### config.mk
export PLATFORM = sky130hd
export DESIGN_NAME = rau_fifo
export DESIGN_NICKNAME = d
export VERILOG_FILES = /design/src/rtl/rational_arithmetic_unit_assert.svh /design/src/rtl/rau_pkg.sv /design/src/rtl/rau_fifo.sv
export SDC_FILE = /design/constraint.sdc
export NUM_CORES = 1
export LEC_CHECK = 0
export BUFFER_PORTS_ARGS = -buffer_cell sky130_fd_sc_hd__buf_2
export CORE_MARGIN = 3
export CORE_UTILIZATION = 47
export DETAILED_ROUTE_END_ITERATION = 10
export MAX_ROUTING_LAYER = met4
export PLACE_DENSITY = 0.77
export SKIP_LAST_GASP = 1
export SLEW_MARGIN = 25
export SYNTH_ARGS = -nofsm -noshare
export SYNTH_HDL_FRONTEND = slang
export SYNTH_SLANG_ARGS = --single-unit
### constraint.sdc
create_clock -name clk_i -period 7.1 [get_ports clk_i]
set_input_delay 1.42 -clock clk_i [delete_from_list [all_inputs] [get_ports clk_i]]
set_output_delay 1.42 -clock clk_i [all_outputs]
set_load 0.1 [all_outputs]
### src/rtl/rational_arithmetic_unit_assert.svh
// Assertion macros shared by the rational arithmetic unit files.
`ifndef RATIONAL_ARITHMETIC_UNIT_ASSERT_SVH
`define RATIONAL_ARITHMETIC_UNIT_ASSERT_SVH
// Check a property on every clock edge outside reset.
`define RAU_ASSERT(label, prop, msg) \
  label: assert property (@(posedge clk_i) disable iff (!rst_ni) (prop)) else $error(msg);
// Check that a condition implies another in the following cycle.
`define RAU_ASSERT_NEXT(label, cond, prop, msg) \
  label: assert property (@(posedge clk_i) disable iff (!rst_ni) (cond) |=> (prop)) \
    else $error(msg);
`endif

### src/rtl/rau_pkg.sv
// Package: shared types and codes of the rational arithmetic unit.
`default_nettype none
package rau_pkg;
  typedef enum logic [1:0] {
    OP_ADD = 2'd0,
    OP_SUB = 2'd1,
    OP_MUL = 2'd2,
    OP_DIV = 2'd3
  } op_e;

  typedef enum logic [1:0] {
    ST_OK    = 2'd0,
    ST_DIVZ  = 2'd1,
    ST_OVFL  = 2'd2,
    ST_RSVD  = 2'd3
  } status_e;

  localparam int unsigned NumW = 32;
  localparam int unsigned DenW = 31;
  localparam int unsigned MagW = 64;

  // Job passed from the front end to the back end.
  typedef struct packed {
    logic            early;   // result already known, no reduction
    logic [1:0]      status;
    logic            neg;
    logic [MagW-1:0] mag;
    logic [MagW-1:0] den;
  } job_t;
endpackage
`default_nettype wire

### src/rtl/rau_fifo.sv
// Two-entry queue of jobs between the front end and the back end.
`default_nettype none
module rau_fifo import rau_pkg::*; (
  input  wire logic clk_i,
  input  wire logic rst_ni,
  input  wire logic in_valid_i,
  output logic      in_ready_o,
  input  job_t      in_job_i,
  output logic      out_valid_o,
  input  wire logic out_ready_i,
  output job_t      out_job_o
);
  job_t mem_q [2];
  logic       wp_q, rp_q;
  logic [1:0] cnt_q;
  logic push, pop;

  assign in_ready_o  = (cnt_q != 2'd2);
  assign out_valid_o = (cnt_q != 2'd0);
  assign out_job_o   = mem_q[rp_q];
  assign push = in_valid_i && in_ready_o;
  assign pop  = out_valid_o && out_ready_i;

  always_ff @(posedge clk_i or negedge rst_ni) begin
    if (!rst_ni) begin
      wp_q <= 1'b0;
      rp_q <= 1'b0;
      cnt_q <= 2'd0;
    end else begin
      if (push) wp_q <= ~wp_q;
      if (pop) rp_q <= ~rp_q;
      cnt_q <= cnt_q + 2'(push) - 2'(pop);
    end
  end

  always_ff @(posedge clk_i) begin
    if (push) mem_q[wp_q] <= in_job_i;
  end
endmodule
`default_nettype wire

==> metrics.log <==
[metrics] post-route worst hold slack: about 550 ps
[metrics] number of antenna violations at the first check in global routing: 0
[metrics] via/cell ratio: 4.97
[metrics] Clock Tree Buf Depth: 3
[metrics] fraction of the yosys area taken by sequential cells: 80.2%
[metrics] detailed-router iteration count before antenna repair: 4
[metrics] average size of a mapped cell: 23.4 sq um
[metrics] overall die area: ~23000 sq um
[metrics] Vert. Die Dim: 152 microns
[metrics] class of the most critical hold timing path: flip-flop to flip-flop
[metrics] total setup violations reported at the end of the flow: 0
[metrics] Final Cell Area: 12600 sq um
[metrics] Total Negative Setup Slacks: 0 ps
[metrics] DIE WIDTH: 152 microns
[metrics] CP Data Arrival Time: 2630 ps
[metrics] register cell area after layout: between 8000 and 9000 sq um
[metrics] total placed instance area: 11600 sq um
[metrics] slack of the worst reg-to-reg path: 4950 ps
[metrics] Sink Count: 268
[metrics] Post-Synthesis Cell Area: 10000 sq um
[metrics] final slew viol count: 0
[metrics] RSZ-0062 raised after global routing: no
[metrics] wire length of the first global-routing pass: 29.7 mm
[metrics] initial core utilization: 48.7%
[metrics] crit path capture type: output port
[metrics] number of vias after detailed routing: 4995
[metrics] CTS buffer count: 27
[metrics] clock skew after layout: 7.74 ps
[metrics] Max Freq: 247 MHz
[metrics] cells resized by post-CTS repair: 0
[metrics] area of combinational cells with multiple inputs: ~1900 sq um
[metrics] Max H-tree Level: 1
[metrics] Worst Setup Path Type: flip-flop to output port
[metrics] utilization after layout: 61.1%
[metrics] post-synthesis cell count: around 430
[metrics] min Tclk post-route: 4050 ps
[metrics] Unique masters post-synth: 16
[metrics] Net Count, Synth: 566
[metrics] CP Launch Type: flip-flop
[metrics] clock slew seen by the registers of the worst setup and hold paths: 60 ps
[metrics] Final period util: 57.0%
[metrics] setup repair bufs after CTS: 0
[metrics] Overflow after GRT: 0
[metrics] worst max-slew margin expressed relative to the limit: 31.3%
[metrics] placeable core region: 20600 sq um
[metrics] CTS tree: done
[metrics] hold-fix buffer count after cts: 0
[metrics] # IOs: 270
[metrics] antenna violation net count after detailed routing: 0
[metrics] required time reported for the critical path endpoint: between 5000 and 6000 ps
[metrics] maximum fanout along the worst path: 61
[metrics] run status: finished clean
[metrics] max-capacitance violation count: 0
[metrics] count of endpoints failing hold in the final timing report: 0
[metrics] Slew @ Worst Pin: slightly above 1000 ps
[metrics] routed length per placed instance: between 15 and 20 microns
[metrics] overall global routing resource usage: 16.6%
[metrics] Cell Rows: 52
[metrics] Antenna Cells: 0
[metrics] DRC violations left: 0
[metrics] vias in the first global route: 5430
[metrics] net count of the finished layout: 855
[metrics] ratio of cells with drive above 1 in the final layout: around 61%
[metrics] # port buffers: 269
[metrics] worst-skew pair later-pin latency: 510 ps
[metrics] final routed wirelength across all metal layers: between 15 and 20 mm
[metrics] Initial DRC Count: 286
[metrics] largest net degree at the start of global routing: 80
[metrics] library cell used as clock root buffer: sky130_fd_sc_hd__clkbuf_16
[metrics] Detail Placement HPWL: approximately 13 mm
[metrics] Seq cells post-synth: roughly 270
[metrics] area growth from synthesis to final layout: 25.6%
[metrics] warning count from the yosys run: 0
[metrics] filler instances: 1515
[metrics] Placer Congestion: 0.814
## sequential cells by signal, summed over array words and instances (netlist names)
| signal | flops |
|---|---|
| cnt_q | 2 |
| wp_q | 1 |
| mem_q | 264 |
| rp_q | 1 |
## through the flow
| step | instances | setup slack [ps] |
|---|---|---|
| after floorplan | 428 | 1660 |
| after global placement | 957 | 3540 |
| after detailed placement | 957 | 3430 |
| after CTS | 1005 | 3010 |
| after global routing | 1006 | 2920 |
| final | 1006 | 3050 |
## kinds of logic (layout without fill, tap and decap cells)
family	after synthesis	in the layout	share of synthesized area, %
xor+xnor	4	4	0.350
fa+ha+maj	2	2	0.250
simple gates	6	6	0.325
mux	132	132	17.5
flops	268	268	80.2
buf+inv	16	324	1.35
## path summary, 6_finish.rpt
kind / start / endpoint / cells past startpoint
max: rp_q$_DFFE_PN0P_ / out_job_o[24] / 3
min: cnt_q[0]$_DFF_PN0_ / cnt_q[0]$_DFF_PN0_ / 1
max reg2reg: cnt_q[1]$_DFF_PN0_ / mem_q[1][117]$_DFFE_PP_ / 3
min reg2reg: cnt_q[0]$_DFF_PN0_ / cnt_q[0]$_DFF_PN0_ / 1
max in group asynchronous: rst_ni / rp_q$_DFFE_PN0P_ / 1
min in group asynchronous: rst_ni / rp_q$_DFFE_PN0P_ / 1
## synth_stat cells (all sizes together)
cell type,n,area (sq um)
edfxtp,264,7930
ha,2,25.0
mux2,132,1750
xnor2,3,26.3
inv,1,3.75
dfrtp,4,100
nand2,1,3.75
nor2,1,3.75
nand2b,1,6.26
buf,15,131
and3,1,6.26
or2,1,6.26
xor2,1,8.76
and2,1,6.26
## layout by cell type (no fill, tap or decap), drive strengths merged
cell type	instances
clkinv	9
mux2	132
xnor2	3
ha	2
nor2	1
xor2	1
bufinv	6
buf	275
dfrtp	4
and3	1
and2	1
edfxtp	264
clkbuf	32
inv	2
or2	1
nand2	1
nand2b	1
## worst max-delay path, stage by stage, from the launching register on
cell	delay, ps
sky130_fd_sc_hd__dfrtp_4	480
sky130_fd_sc_hd__buf_4	780
sky130_fd_sc_hd__mux2_2	360
sky130_fd_sc_hd__buf_2	430
## layout make-up
class | count | area share [%]
Timing Repair Buffer | 275 | 11.3
Inverter | 1 | 0.0299
Multi-Input combinational cell | 144 | 14.8
Tap cell | 270 | 2.69
Sequential cell | 268 | 63.9
Clock buffer | 32 | 5.53
Clock inverter | 16 | 1.79
## routing by layer
layer,vias up,global-route usage [%],part of all wire (%)
met4,0,4.07,1.9
met2,234,28.2,51
met5,-,-,0
met3,27,4.38,8.4
met1,2452,20.1,39
li1,2282,-,-
Power is left out: the tool's default activity adds up to more than one toggle a clock period on the data nets, which glitch-free logic cannot reach.
