[src/rtl/rational_arithmetic_unit_assert.svh]
// Assertion macros shared by the rational arithmetic unit files.
`ifndef RATIONAL_ARITHMETIC_UNIT_ASSERT_SVH
`define RATIONAL_ARITHMETIC_UNIT_ASSERT_SVH
// Check a property on every clock edge outside reset.
`define RAU_ASSERT(label, prop, msg) \
  label: assert property (@(posedge clk_i) disable iff (!rst_ni) (prop)) else $error(msg);
// Check that a condition implies another in the following cycle.
`define RAU_ASSERT_NEXT(label, cond, prop, msg) \
  label: assert property (@(posedge clk_i) disable iff (!rst_ni) (cond) |=> (prop)) \
    else $error(msg);
`endif

[src/rtl/rau_pkg.sv]
// Package: shared types and codes of the rational arithmetic unit.
`default_nettype none
package rau_pkg;
  typedef enum logic [1:0] {
    OP_ADD = 2'd0,
    OP_SUB = 2'd1,
    OP_MUL = 2'd2,
    OP_DIV = 2'd3
  } op_e;

  typedef enum logic [1:0] {
    ST_OK    = 2'd0,
    ST_DIVZ  = 2'd1,
    ST_OVFL  = 2'd2,
    ST_RSVD  = 2'd3
  } status_e;

  localparam int unsigned NumW = 32;
  localparam int unsigned DenW = 31;
  localparam int unsigned MagW = 64;

  // Job passed from the front end to the back end.
  typedef struct packed {
    logic            early;   // result already known, no reduction
    logic [1:0]      status;
    logic            neg;
    logic [MagW-1:0] mag;
    logic [MagW-1:0] den;
  } job_t;
endpackage
`default_nettype wire

[src/rtl/rau_if.sv]
// Interfaces: input and output channels of the rational arithmetic unit.
`default_nettype none


interface rau_res_if;
  logic        valid;
  logic        ready;
  logic [31:0] res_num;
  logic [30:0] res_den;
  logic [1:0]  status;
  modport source (output valid, res_num, res_den, status, input ready);
  modport sink (input valid, res_num, res_den, status, output ready);
endinterface
`default_nettype wire

[src/rtl/rau_divider.sv]
// Restoring divider, one quotient bit per cycle, 64-bit operands.
`default_nettype none
module rau_divider import rau_pkg::*; (
  input  wire logic            clk_i,
  input  wire logic            rst_ni,
  input  wire logic            start_i,
  input  wire logic [MagW-1:0] dividend_i,
  input  wire logic [MagW-1:0] divisor_i,
  output logic                 done_o,
  output logic [MagW-1:0]      quot_o,
  output logic [MagW-1:0]      rem_o
);
  localparam int unsigned CntW = $clog2(MagW + 1);
  logic [CntW-1:0] cnt_q;
  logic            busy_q;
  logic [MagW-1:0] q_q, r_q, d_q;
  logic [MagW:0]   shifted;
  logic [MagW:0]   diff;

  assign shifted = {r_q, q_q[MagW-1]};
  assign diff    = shifted - {1'b0, d_q};

  always_ff @(posedge clk_i or negedge rst_ni) begin
    if (!rst_ni) begin
      busy_q <= 1'b0;
      cnt_q  <= '0;
      done_o <= 1'b0;
    end else begin
      done_o <= 1'b0;
      if (start_i) begin
        busy_q <= 1'b1;
        cnt_q  <= CntW'(MagW);
      end else if (busy_q) begin
        cnt_q <= cnt_q - 1'b1;
        if (cnt_q == CntW'(1)) begin
          busy_q <= 1'b0;
          done_o <= 1'b1;
        end
      end
    end
  end

  always_ff @(posedge clk_i) begin
    if (start_i) begin
      q_q <= dividend_i;
      r_q <= '0;
      d_q <= divisor_i;
    end else if (busy_q) begin
      if (!diff[MagW]) begin
        r_q <= diff[MagW-1:0];
        q_q <= {q_q[MagW-2:0], 1'b1};
      end else begin
        r_q <= shifted[MagW-1:0];
        q_q <= {q_q[MagW-2:0], 1'b0};
      end
    end
  end

  assign quot_o = q_q;
  assign rem_o  = r_q;
endmodule
`default_nettype wire

[src/rtl/rau_back.sv]
// Back end: Euclidean gcd on the shared divider, reduction, range check, result register.
`default_nettype none
`include "rational_arithmetic_unit_assert.svh"
module rau_back import rau_pkg::*; #(
  parameter int unsigned WIDTH = 32
) (
  input  wire logic  clk_i,
  input  wire logic  rst_ni,
  input  wire logic  job_valid_i,
  output logic       job_ready_o,
  input  job_t       job_i,
  rau_res_if.source  res
);
  typedef enum logic [5:0] {
    B_IDLE = 6'b000001,
    B_GCD  = 6'b000010,
    B_RDN  = 6'b000100,
    B_RDD  = 6'b001000,
    B_CHK  = 6'b010000,
    B_OUT  = 6'b100000
  } bstate_e;

  localparam logic [MagW-1:0] LimPos = MagW'((64'd1 << (WIDTH - 1)) - 64'd1);
  localparam logic [MagW-1:0] LimNeg = MagW'(64'd1 << (WIDTH - 1));

  bstate_e state_q, state_d;
  logic            wait_q;
  logic            neg_q;
  logic [MagW-1:0] mag_q, den_q, x_q, y_q;
  logic [NumW-1:0] onum_q;
  logic [DenW-1:0] oden_q;
  logic [1:0]      ost_q;
  logic            dv_start;
  logic [MagW-1:0] dv_a, dv_b, dv_q, dv_r;
  logic            dv_done;
  logic [MagW-1:0] nmag;

  rau_divider u_div (
    .clk_i, .rst_ni,
    .start_i(dv_start), .dividend_i(dv_a), .divisor_i(dv_b),
    .done_o(dv_done), .quot_o(dv_q), .rem_o(dv_r)
  );

  assign job_ready_o = (state_q == B_IDLE);

  always_comb begin
    dv_start = 1'b0;
    dv_a = x_q;
    dv_b = y_q;
    state_d = state_q;
    unique case (state_q)
      B_IDLE: if (job_valid_i) state_d = job_i.early ? B_OUT : B_GCD;
      B_GCD: begin
        if (!wait_q && y_q != '0) dv_start = 1'b1;
        if (!wait_q && y_q == '0) state_d = B_RDN;
      end
      B_RDN: begin
        dv_a = mag_q;
        dv_b = x_q;
        dv_start = !wait_q;
        if (dv_done) state_d = B_RDD;
      end
      B_RDD: begin
        dv_a = den_q;
        dv_b = x_q;
        dv_start = !wait_q;
        if (dv_done) state_d = B_CHK;
      end
      B_CHK: state_d = B_OUT;
      B_OUT: if (res.ready) state_d = B_IDLE;
      default: state_d = B_IDLE;
    endcase
  end

  always_ff @(posedge clk_i or negedge rst_ni) begin
    if (!rst_ni) begin
      state_q <= B_IDLE;
      wait_q  <= 1'b0;
    end else begin
      state_q <= state_d;
      if (dv_start) wait_q <= 1'b1;
      else if (dv_done) wait_q <= 1'b0;
    end
  end

  assign nmag = 64'(-mag_q);

  always_ff @(posedge clk_i) begin
    unique case (state_q)
      B_IDLE: if (job_valid_i) begin
        neg_q  <= job_i.neg;
        mag_q  <= job_i.mag;
        den_q  <= job_i.den;
        x_q    <= job_i.mag;
        y_q    <= job_i.den;
        onum_q <= '0;
        oden_q <= DenW'(1);
        ost_q  <= job_i.status;
      end
      B_GCD: if (dv_done) begin
        x_q <= y_q;
        y_q <= dv_r;
      end
      B_RDN: if (dv_done) mag_q <= dv_q;
      B_RDD: if (dv_done) den_q <= dv_q;
      B_CHK: begin
        if (den_q > LimPos || (neg_q ? mag_q > LimNeg : mag_q > LimPos)) begin
          ost_q <= ST_OVFL;
        end else begin
          onum_q <= neg_q ? nmag[NumW-1:0] : mag_q[NumW-1:0];
          oden_q <= den_q[DenW-1:0];
        end
      end
      default: ;
    endcase
  end

  assign res.valid   = (state_q == B_OUT);
  assign res.res_num = onum_q;
  assign res.res_den = oden_q;
  assign res.status  = ost_q;

  `RAU_ASSERT(a_wait_gcd, !(dv_start && wait_q), "divider restarted while busy")
  `RAU_ASSERT_NEXT(a_out_hold, res.valid && !res.ready, res.valid && $stable(ost_q),
    "result changed under stall")
  `RAU_ASSERT(a_ok_den, !(res.valid && ost_q == ST_OK) || oden_q != '0,
    "ok result with zero denominator")
endmodule
`default_nettype wire

[src/flat_wrapper.sv]
// flat-port wrapper written by rule: the top's interface ports become plain ports
module rau_back_flat import rau_pkg::*;
#(
  parameter int unsigned WIDTH = 32
)
  (clk_i, rst_ni, job_valid_i, job_ready_o, job_i, res_valid, res_res_num, res_res_den, res_status, res_ready);
  rau_res_if res_i ();
  input  wire logic clk_i;
  input  wire logic rst_ni;
  input  wire logic job_valid_i;
  output logic job_ready_o;
  input  job_t job_i;
  output wire logic [$bits(res_i.valid)-1:0] res_valid;
  output wire logic [$bits(res_i.res_num)-1:0] res_res_num;
  output wire logic [$bits(res_i.res_den)-1:0] res_res_den;
  output wire logic [$bits(res_i.status)-1:0] res_status;
  input wire logic [$bits(res_i.ready)-1:0] res_ready;
  assign res_valid = res_i.valid;
  assign res_res_num = res_i.res_num;
  assign res_res_den = res_i.res_den;
  assign res_status = res_i.status;
  assign res_i.ready = res_ready;
  rau_back #(.WIDTH(WIDTH)) u_core (.clk_i(clk_i), .rst_ni(rst_ni), .job_valid_i(job_valid_i), .job_ready_o(job_ready_o), .job_i(job_i), .res(res_i));
endmodule
[config.mk]
export PLATFORM = sky130hd
export DESIGN_NAME = rau_back_flat
export DESIGN_NICKNAME = d
export VERILOG_FILES = /design/src/rtl/rau_pkg.sv /design/src/rtl/rau_if.sv /design/src/rtl/rau_divider.sv /design/src/rtl/rau_back.sv /design/src/flat_wrapper.sv
export VERILOG_INCLUDE_DIRS = /design/src /design/src/rtl
export SDC_FILE = /design/constraint.sdc
export NUM_CORES = 1
export LEC_CHECK = 0
export BUFFER_PORTS_ARGS = -buffer_cell sky130_fd_sc_hd__buf_2
export CORE_MARGIN = 5
export CORE_UTILIZATION = 45
export CTS_CLUSTER_SIZE = 8
export DETAILED_ROUTE_END_ITERATION = 16
export MAX_ROUTING_LAYER = met4
export PLACE_DENSITY_LB_ADDON = 0.12
export SYNTH_ARGS = -nofsm -noshare
export SYNTH_HDL_FRONTEND = slang
export SYNTH_SLANG_ARGS = --single-unit
[constraint.sdc]
create_clock -name clk_i -period 15.15 [get_ports clk_i]
set_input_delay 3.03 -clock clk_i [delete_from_list [all_inputs] [get_ports clk_i]]
set_output_delay 3.03 -clock clk_i [all_outputs]
set_load 0.02 [all_outputs]
==> Flow_metrics.wiki, run 1 <==
{| class="wikitable"
! Metric !! Value
|-
| Total DRC errors in the routed layout || 0
|-
| Fin cells || 3682
|-
| Final-report max-slew violation count || 0
|-
| Pin slew with the least headroom to its limit || 1.10 ns
|-
| Top_reg_cell synth || edfxtp_1
|-
| Nets in the synthesized netlist || 2874
|-
| Data required time at the worst endpoint || 12.12 ns
|-
| Post-synth top area cell || edfxtp_1
|-
| Worst Min Path Start || u_core.wait_q
|-
| Hold Crit Class || flop to flop
|-
| Share of synthesized flip-flops with an asynchronous set or reset || 3.02%
|-
| Number of endpoints with negative hold slack in the final report || 0
|-
| Number of flops mapped to enable cells by yosys || 450
|-
| CTS tree || built
|-
| Clock latency on the worst-skew pair || 0.60 ns
|-
| End of the critical path || job_ready_o
|-
| Antenna diode count || 0
|-
| Count of state elements after synthesis || 530
|-
| Io pins || 203
|-
| Vias post-DR || 21081
|-
| Area occupied by multi-input gates || 0.0116 mm^2
|-
| Tightest slew margin relative to the limit || 26.8%
|-
| Final global-route overflow total || 0
|-
| Status || finished, final reports clean
|-
| Lkg Pwr || 12.5 nW
|-
| Post-synthesis cell count || 2669
|-
| H-tree depth || 3
|-
| Share of final-layout standard cells stronger than drive strength 1 || 18.5%
|-
| Setup slack of the worst register-to-register path || 10.34 ns
|-
| Yosys warning count || 0
|-
| Peak fanout along the critical path || 7
|-
| Global-route wire length before repair || 125 mm
|-
| Cell with the most instances after synthesis || nand2_1
|-
| Critical path data arrival time || 2.12 ns
|-
| Iteration-0 DRC Markers || 1972
|-
| Largest net degree at the start of global routing || 81
|-
| Category of the critical setup timing path || flop to output pin
|-
| Layout Nets || 3035
|-
| Area of all sequential standard cells || 0.0152 mm^2
|-
| Final period utilization || 34.0%
|-
| Root buffer cell || clkbuf_16
|-
| Setup-violating endpoint count in the final report || 0
|-
| Unrepaired setup endpoints after global routing || false
|-
| Number of buffers inserted during clock tree synthesis || 76
|-
| Worst r2r path cells || 11
|-
| Gpl congestion || 0.908
|-
| Worst r2r src || u_core.mag_q[6]
|-
| Synth Cell Area || 0.0277 mm^2
|-
| Share of the synthesized area in the top cell type || 48.8%
|-
| DR WL/cell || 22.1 um
|-
| Max-capacitance violation count || 0
|-
| Remaining number of nets flagged by the antenna check after routing || 0
|-
| Sequential element share of the synthesized area || 54.9%
|-
| Post-route setup TNS || 0 ns
|-
| Post-synthesis cell type count || 74
|-
| Pwr dens || 208 mW/mm^2
|-
| Antenna violations before repair || 1
|-
| PostCTS Resize Cnt || 0
|-
| Syn_area_per_cell || 10.4 um^2
|-
| Effective utilization at floorplan || 45.1%
|-
| HPWL after detailed placement || 57.5 mm
|-
| Number of filler instances in the final layout || 5531
|-
| Vias per std cell || 5.73
|-
| Site row count || 91
|-
| DP Area || 0.0294 mm^2
|-
| Area Growth Syn to Fin || 14.2%
|-
| Top cell types by occurrence after synthesis || nand2_1, edfxtp_1, mux2_2, nor2_1, clkbuf_1
|-
| Reg-to-Reg End || u_core.res.res_den[28]
|-
| Chip Height || 258 um
|-
| Startpoint class of the critical path || flop
|-
| Via count of the first global-routing pass || 20597
|-
| Min Clock Period, post-route || 5.15 ns
|-
| Post-detailed-routing wire length || 81.3 mm
|-
| CORE AREA || 0.0614 mm^2
|-
| Cts-stage hold buffer count || 0
|-
| Die outline width || 258 um
|-
| Worst vdd rail ir drop || 0.116 mV
|-
| Buffer levels on the longest clock path || 3
|-
| Setup skew after layout || 0.0196 ns
|-
| # port buffers || 202
|-
| Achievable frequency || 0.194 GHz
|-
| Combined global-route utilization of all metal layers || 24.4%
|-
| Clock slew seen by the registers of the worst setup and hold paths || 0.05 ns
|-
| Top cells by area, synth || edfxtp_1, nand2_1, mux2_2
|-
| 1st-pass router iterations || 5
|-
| Finished Cell Area || 0.0316 mm^2
|-
| Critical Path Source || u_core.state_q[2]
|-
| Endpoint kind of the worst setup timing path || output pin
|-
| Clock tree sinks || 530
|-
| Placed cell count || 3542
|-
| Number of setup buffers added after CTS || 0
|-
| Area enclosed by the die boundary || 0.0666 mm^2
|-
| Core Util, Final || 51.5%
|}
## state kept, by name (all words and copies together), names as in the netlist
register	flops
u_core.y_q	64
u_core.u_div.done_o	1
u_core.neg_q	1
u_core.wait_q	1
u_core.u_div.quot_o	64
u_core.res.res_den	31
u_core.x_q	64
u_core.den_q	64
u_core.res.res_num	32
u_core.u_div.d_q	64
u_core.mag_q	64
u_core.res.status	2
u_core.state_q	6
u_core.u_div.cnt_q	7
u_core.u_div.rem_o	64
u_core.u_div.busy_q	1
## worst min-delay path by stage
stage,end,slack [ns],cells after the start
after floorplan,u_core.wait_q,0.45,1
final,u_core.wait_q,0.50,1
after global placement,u_core.wait_q,0.49,1
after global routing,u_core.u_div.rem_o[39],0.54,2
after detailed placement,u_core.wait_q,0.50,1
after CTS,u_core.u_div.rem_o[8],0.51,2
## metrics by stage
| stage | hold WS [ns] | power, W | setup slack [ns] |
|---|---|---|---|
| 2_1_floorplan | 0.454 | 0.00430 | 3.96 |
| 3_3_place_gp | 0.492 | 0.00495 | 9.73 |
| 3_5_place_dp | 0.499 | 0.00499 | 9.69 |
| 4_1_cts | 0.506 | 0.00660 | 9.97 |
| 5_1_grt | 0.539 | 0.00699 | 9.94 |
| 6_report | 0.505 | 0.00658 | 10.00 |
## area by class of cell
cell class	instances	share of cell area (%)
clock buffer	133	6.76
clock inverter	7	0.178
inverter	89	1.07
multi-input combinational	1900	36.8
sequential	530	48.1
tap	790	3.13
timing repair buffer	233	3.93
## worst max-delay path: stages (launching register included)
cell	delay, ns
dfrtp_1	0.45
nor4_1	0.38
nand3b_1	0.32
inv_1	0.19
buf_2	0.18
## cells by family after synthesis
logic type	synth area share, %
and+or+nand+nor	16.5
muxes	7.87
DFF	54.9
adders and majority gates	3.14
AOI/OAI and AO/OA	11.2
buffers and inverters	3.30
xor gates and xnor gates	3.10
## routing by layer
layer | track usage (%) | vias up | wire, um
li1 | - | 9993 | -
met1 | 34.8 | 10272 | 37400
met2 | 37.1 | 694 | 37000
met3 | 2.85 | 122 | 4660
met4 | 7.56 | 0 | 2210
met5 | - | - | 0
## where the power goes
group	leakage, nW	switching, W	total (W)	internal [W]
combinational	6.47	0.00149	0.00237	0.000885
clock	1.04	0.000635	0.00159	0.000951
sequential	5.02	0.000392	0.00262	0.00223
total	12.5	0.00252	0.00658	0.00406
## layout by cell type, fill, tap and decap left out, types with 29 or more instances in the layout
cell / count
a21o_1: 29
a21oi_1: 84
a22oi_1: 63
a31oi_1: 118
and2_1: 32
buf_2: 202
buf_4: 31
clkbuf_1: 56
clkbuf_16: 77
dfxtp_1: 64
edfxtp_1: 450
ha_1: 68
inv_1: 86
mux2_2: 190
nand2_1: 650
nand4_1: 40
nor2_1: 162
nor4_1: 40
o21ai_0: 112
xnor2_1: 42
xor2_1: 51
Note: power is estimated with default switching activity, not from simulation.
==> run 2: changes to the inputs <==
clock period = 5.2 ns   (was 15.15 ns; I/O delays follow)
==> Flow_metrics.wiki, run 2 (synthesized netlist as in run 1, its figures left out) <==
{| class="wikitable"
! Metric !! Value
|-
| H-tree depth || 3 (unchanged)
|-
| Buffer levels on the longest clock path || 3 (unchanged)
|-
| Iteration-0 DRC Markers || 1876 (was 1972)
|-
| Gpl congestion || 0.939 (was 0.908)
|-
| Layout Nets || 3040 (was 3035)
|-
| Clock slew seen by the registers of the worst setup and hold paths || 0.05 ns (about the same)
|-
| Vias per std cell || 5.71 (was 5.73)
|-
| Critical Path Source || u_core.mag_q[6] (was u_core.state_q[2])
|-
| CORE AREA || 0.0614 mm^2 (unchanged)
|-
| Clock tree sinks || 530 (unchanged)
|-
| Antenna diode count || 0 (unchanged)
|-
| Die outline width || 258 um (unchanged)
|-
| Critical Path Max Stage Delay || 0.58 ns (was 0.45 ns)
|-
| WP buf/inv || 1 (was 2)
|-
| Io pins || 203 (unchanged)
|-
| Cell family with the largest share of critical-path delay || simple AND/OR/NAND/NOR gates (unchanged)
|-
| Max-capacitance violation count || 0 (unchanged)
|-
| DP Area || 0.0295 mm^2 (was 0.0294 mm^2)
|-
| Chip Height || 258 um (unchanged)
|-
| Effective utilization at floorplan || 45.1% (unchanged)
|-
| Via count of the first global-routing pass || 20592 (was 20597)
|-
| Worst Slack Setup Final || 1.06 ns (was 10.00 ns)
|-
| Core Util, Final || 51.7% (was 51.5%)
|-
| Endpoint kind of the worst setup timing path || flop (was output pin)
|-
| Finished Cell Area || 0.0317 mm^2 (was 0.0316 mm^2)
|-
| Lkg Pwr || 12.6 nW (was 12.5 nW)
|-
| Status || finished, final reports clean (unchanged)
|-
| Post-detailed-routing wire length || 79.2 mm (was 81.3 mm)
|-
| Critical-path top delay cell || or4_1 (was dfrtp_1)
|-
| Combined global-route utilization of all metal layers || 23.7% (was 24.4%)
|-
| Final global-route overflow total || 0 (unchanged)
|-
| DR WL/cell || 21.5 um (was 22.1 um)
|-
| Number of setup buffers added after CTS || 0 (unchanged)
|-
| Post-route setup TNS || 0 ns (unchanged)
|-
| Largest net degree at the start of global routing || 122 (was 81)
|-
| Final period utilization || 79.7%
|-
| Number of endpoints with negative hold slack in the final report || 0 (unchanged)
|-
| Data required time at the worst endpoint || 5.47 ns (was 12.12 ns)
|-
| Area Growth Syn to Fin || 14.5% (was 14.2%)
|-
| Leading cell type in the layout, fill and taps excluded || nand2_1 (unchanged)
|-
| Cell chain of the critical path || or4_1 -> or3_1 -> or4_1 -> or2_1 -> nand2b_1 -> nand2_1 -> nand2_1 -> o21ai_0 -> nor4b_2 -> or2_2 -> buf_12 (was nor4_1 -> nand3b_1 -> inv_1 -> buf_2)
|-
| Cts-stage hold buffer count || 0 (unchanged)
|-
| Global-route wire length before repair || 121 mm (was 125 mm)
|-
| Startpoint class of the critical path || flop (unchanged)
|-
| Setup-violating endpoint count in the final report || 0 (unchanged)
|-
| Tightest slew margin relative to the limit || 26.3% (was 26.8%)
|-
| Commonest cells after routing, fill and taps aside || nand2_1, edfxtp_1, buf_2 (unchanged)
|-
| Setup skew after layout || 0.0329 ns (was 0.0196 ns)
|-
| Antenna violations before repair || 0 (was 1)
|-
| Worst vdd rail ir drop || 0.555 mV (was 0.116 mV)
|-
| Min Clock Period, post-route || 4.14 ns
|-
| Setup WS pre-CTS || 1.06 ns (was 9.69 ns)
|-
| PostCTS Resize Cnt || 0 (unchanged)
|-
| Worst hold slack after final layout || 0.334 ns (was 0.505 ns)
|-
| Site row count || 91 (unchanged)
|-
| Number of filler instances in the final layout || 5544 (was 5531)
|-
| Total DRC errors in the routed layout || 0 (unchanged)
|-
| Root buffer cell || clkbuf_16 (unchanged)
|-
| Peak fanout along the critical path || 63 (was 7)
|-
| Area enclosed by the die boundary || 0.0666 mm^2 (unchanged)
|-
| Achievable frequency || 0.241 GHz
|-
| Category of the critical setup timing path || flop to flop (was flop to output pin)
|-
| CTS tree || built (unchanged)
|-
| Pin slew with the least headroom to its limit || 1.11 ns (was 1.10 ns)
|-
| Vias post-DR || 21012 (was 21081)
|-
| 1st-pass router iterations || 5 (unchanged)
|-
| Critical path data arrival time || 4.42 ns (was 2.12 ns)
|-
| # port buffers || 202 (unchanged)
|-
| Share of final-layout standard cells stronger than drive strength 1 || 18.7% (was 18.5%)
|-
| Worst r2r src || u_core.mag_q[6] (unchanged)
|-
| HPWL after detailed placement || 56.6 mm (was 57.5 mm)
|-
| Pwr dens || 605 mW/mm^2 (was 208 mW/mm^2)
|-
| Hold Crit Class || input pin to asynchronous set/reset pin (was flop to flop)
|-
| Clock latency on the worst-skew pair || 0.62 ns (was 0.60 ns)
|-
| Final-report max-slew violation count || 0 (unchanged)
|-
| Number of buffers inserted during clock tree synthesis || 76 (unchanged)
|-
| Unrepaired setup endpoints after global routing || false (unchanged)
|-
| Remaining number of nets flagged by the antenna check after routing || 0 (unchanged)
|}
-- run 2: cell count changes in the layout (fill, tap and decap cells not counted) --
| cell | previous run | this run |
|---|---|---|
| clkinv_8 | 0 | 3 |
| buf_12 | 0 | 2 |
| inv_6 | 7 | 2 |
| buf_4 | 31 | 34 |
| clkinv_16 | 0 | 1 |
| clkinv_1 | 1 | 0 |
| inv_16 | 0 | 1 |
| clkbuf_1 | 56 | 48 |
| clkinvlp_4 | 0 | 1 |
-- run 2: final timing paths --
check                                    endpoint  slack, ns  cells after the start
max in group asynchronous       u_core.state_q[0]       4.55                      1
hold reg to reg                     u_core.wait_q       0.50                      1
setup / recovery           u_core.res.res_num[27]       1.06                     11
hold / removal                  u_core.state_q[5]       0.33                      1
setup reg to reg           u_core.res.res_num[27]       1.06                     11
min in group clk_i                  u_core.wait_q       0.50                      1
-- run 2: final cells by class --
class                           instances  area [um^2]  share of cell area [%]
Tap cell                              790          988                    3.12
Sequential cell                       530        15200                    47.9
Clock buffer                          125         2110                    6.65
Clock inverter                          7          115                   0.363
Inverter                               89          339                    1.07
Timing Repair Buffer                  238         1310                    4.12
Multi-Input combinational cell       1900        11600                    36.7
-- run 2: worst reg2reg max path, cell delays in order (launching register included) --
cell and delay, ns:
edfxtp_1 0.47, or4_1 0.58, or3_1 0.38, or4_1 0.48, or2_1 0.31, nand2b_1 0.21, nand2_1 0.13, nand2_1 0.10
o21ai_0 0.32, nor4b_2 0.30, or2_2 0.20, buf_12 0.29
-- run 2: through the flow --
stage	instances	total power [W]
after floorplan	2669	0.0124
after global placement	3547	0.0144
after detailed placement	3547	0.0145
after CTS	3679	0.0193
after global routing	3679	0.0203
final	3679	0.0192
-- run 2: routing by layer --
layer	vias to the layer above	GRT usage, %	routed length [um]
met3	115	3.25	3990
met4	0	5.74	1780
met5	-	-	0
li1	9979	-	-
met2	647	38.4	38000
met1	10271	31.9	35400
-- run 2: power breakdown --
part | switching, W | internal [W] | leakage (nW)
Sequential | 0.00115 | 0.00648 | 5.02
Clock | 0.00188 | 0.00277 | 1.05
Combinational | 0.00427 | 0.00263 | 6.50
==> run 3: changes to the inputs <==
clock period = 3.5 ns   (was 5.2 ns; I/O delays follow)
==> Flow_metrics.wiki, run 3 (synthesized netlist as in run 1, its figures left out) <==
{| class="wikitable"
! Metric !! Value
|-
| # port buffers || 202 (unchanged)
|-
| CTS tree || built (unchanged)
|-
| Setup WS pre-CTS || -0.0586 ns (was 1.06 ns)
|-
| Remaining number of nets flagged by the antenna check after routing || 0 (unchanged)
|-
| Share of final-layout standard cells stronger than drive strength 1 || 22.6% (was 18.7%)
|-
| Max-capacitance violation count || 0 (unchanged)
|-
| Final-report max-slew violation count || 0 (unchanged)
|-
| Tightest slew margin relative to the limit || 38.4% (was 26.3%)
|-
| Die outline width || 258 um (unchanged)
|-
| Clock slew seen by the registers of the worst setup and hold paths || 0.05 ns (about the same)
|-
| Violated checks || setup timing
|-
| Combined global-route utilization of all metal layers || 24.6% (was 23.7%)
|-
| Site row count || 91 (unchanged)
|-
| Effective utilization at floorplan || 45.1% (unchanged)
|-
| Critical-path top delay cell || or4_4 (was or4_1)
|-
| Leading cell type in the layout, fill and taps excluded || nand2_1 (unchanged)
|-
| Lkg Pwr || 13.3 nW (was 12.6 nW)
|-
| Antenna diode count || 0 (unchanged)
|-
| Final global-route overflow total || 0 (unchanged)
|-
| Via count of the first global-routing pass || 21625 (was 20592)
|-
| Min Clock Period, post-route || 3.50 ns (was 4.14 ns)
|-
| Io pins || 203 (unchanged)
|-
| Post-detailed-routing wire length || 81.6 mm (was 79.2 mm)
|-
| Critical path data arrival time || 3.81 ns (was 4.42 ns)
|-
| Area occupied by multi-input gates || 0.0118 mm^2 (was 0.0116 mm^2)
|-
| Gpl congestion || 0.924 (was 0.939)
|-
| Worst vdd rail ir drop || 0.648 mV (was 0.555 mV)
|-
| Buffer levels on the longest clock path || 3 (unchanged)
|-
| 1st-pass router iterations || 6 (was 5)
|-
| Setup-violating endpoint count in the final report || 7 (was 0)
|-
| Antenna violations before repair || 1 (was 0)
|-
| Final period utilization || 100% (was 79.7%)
|-
| Clock tree sinks || 530 (unchanged)
|-
| Category of the critical setup timing path || flop to flop (unchanged)
|-
| Total power after layout || 0.0297 W (was 0.0192 W)
|-
| Number of filler instances in the final layout || 5471 (was 5544)
|-
| Area of all sequential standard cells || 0.0152 mm^2 (unchanged)
|-
| Number of buffers inserted during clock tree synthesis || 76 (unchanged)
|-
| Clock latency on the worst-skew pair || 0.62 ns (about the same)
|-
| CORE AREA || 0.0614 mm^2 (unchanged)
|-
| Data required time at the worst endpoint || 3.81 ns (was 5.47 ns)
|-
| H-tree depth || 3 (unchanged)
|-
| Worst Slack Setup Final || -0.00123 ns (was 1.06 ns)
|-
| Cell chain of the critical path || or4_4 -> or3_4 -> or4_4 -> or2_4 -> nand2b_4 -> nand2_4 -> nand2_2 -> o21ai_2 -> nor4b_4 -> or2_4 -> buf_12 (was or4_1 -> or3_1 -> or4_1 -> or2_1 -> nand2b_1 -> nand2_1 -> nand2_1 -> o21ai_0 -> nor4b_2 -> or2_2 -> buf_12)
|-
| Vias post-DR || 21660 (was 21012)
|-
| WP buf/inv || 1 (unchanged)
|-
| Unrepaired setup endpoints after global routing || true (was false)
|-
| Largest net degree at the start of global routing || 131 (was 122)
|-
| Total DRC errors in the routed layout || 0 (unchanged)
|-
| Peak fanout along the critical path || 20 (was 63)
|-
| Status || finished with violations (was finished, final reports clean)
|-
| DR WL/cell || 21.5 um (about the same)
|-
| Root buffer cell || clkbuf_16 (unchanged)
|-
| Area enclosed by the die boundary || 0.0666 mm^2 (unchanged)
|-
| Hold Crit Class || input pin to flop (was input pin to asynchronous set/reset pin)
|-
| Area Growth Syn to Fin || 18.9% (was 14.5%)
|-
| Layout Nets || 3155 (was 3040)
|-
| Commonest cells after routing, fill and taps aside || nand2_1, edfxtp_1, buf_2 (unchanged)
|-
| Global-route wire length before repair || 127 mm (was 121 mm)
|-
| Endpoint kind of the worst setup timing path || flop (unchanged)
|-
| Number of endpoints with negative hold slack in the final report || 0 (unchanged)
|-
| Critical Path Max Stage Delay || 0.55 ns (was 0.58 ns)
|-
| Achievable frequency || 0.286 GHz (was 0.241 GHz)
|-
| Iteration-0 DRC Markers || 1840 (was 1876)
|-
| Cell family with the largest share of critical-path delay || simple AND/OR/NAND/NOR gates (unchanged)
|-
| Pin slew with the least headroom to its limit || 0.924 ns (was 1.11 ns)
|-
| Setup skew after layout || 0.0234 ns (was 0.0329 ns)
|-
| HPWL after detailed placement || 59.2 mm (was 56.6 mm)
|-
| Chip Height || 258 um (unchanged)
|-
| Startpoint class of the critical path || flop (unchanged)
|-
| Vias per std cell || 5.71 (about the same)
|-
| Pwr dens || 903 mW/mm^2 (was 605 mW/mm^2)
|}
[run 3: metrics by stage]
step | instances | hold slack [ns] | util (%) | setup TNS (ns) | area [um^2]
after floorplan | 2669 | 0.404 | - | -44.97 | 27800
after global routing | 3796 | 0.252 | 53.7 | -4.54 | 32900
after CTS | 3786 | 0.236 | 53.3 | 0 | 32700
after global placement | 3651 | 0.468 | 49.6 | 0 | 30500
after detailed placement | 3651 | 0.480 | 49.6 | -1.66 | 30500
final | 3796 | 0.274 | 53.7 | -0.00448 | 32900
[run 3: worst paths after layout]
check                                startpoint               endpoint  slack [ns]  depth (start not counted)
worst min-delay path                 job_i[128]           u_core.neg_q        0.27                          1
worst max-delay path            u_core.mag_q[6]  u_core.res.res_num[9]      -0.001                         11
worst max register to register  u_core.mag_q[6]  u_core.res.res_num[9]      -0.001                         11
worst min register to register    u_core.wait_q          u_core.wait_q        0.50                          1
min in group asynchronous                rst_ni  u_core.u_div.cnt_q[1]        0.54                          2
max in group asynchronous                rst_ni      u_core.state_q[0]        2.64                          2
[run 3: worst reg2reg max path: stages, from the launching register on]
cell,delay (ns)
edfxtp_1,0.39
or4_4,0.55
or3_4,0.36
or4_4,0.45
or2_4,0.25
nand2b_4,0.16
nand2_4,0.07
nand2_2,0.07
o21ai_2,0.14
nor4b_4,0.32
or2_4,0.26
buf_12,0.17
[run 3: final cells by class]
| class | instances | share of cell area (%) |
|---|---|---|
| clock buffer | 125 | 6.33 |
| clock inverter | 9 | 0.334 |
| inverter | 89 | 1.03 |
| multi-input combinational | 1901 | 35.9 |
| sequential | 530 | 46.2 |
| tap | 790 | 3.00 |
| timing repair buffer | 352 | 7.27 |
[run 3: power by group]
group,total [W],switching (W),internal (W)
logic,0.0115,0.00666,0.00482
registers,0.0114,0.00177,0.00961
clock network,0.00688,0.00280,0.00408
[run 3: repair_timing]
item,CTS,global route
pin swaps,2,8
cloned,0,4
buffers inserted,0,6
setup endpoints to repair,96,122
gates resized for setup,6,29
hold endpoints to repair,15,0
hold buffers,1,0
[run 3: per-layer routing]
layer,up-vias,routed length [um],global-route usage (%)
met5,-,0,-
met4,0,2550,8.11
met3,141,4240,2.92
met2,698,38800,39.2
met1,10592,36000,33.2
li1,10229,-,-
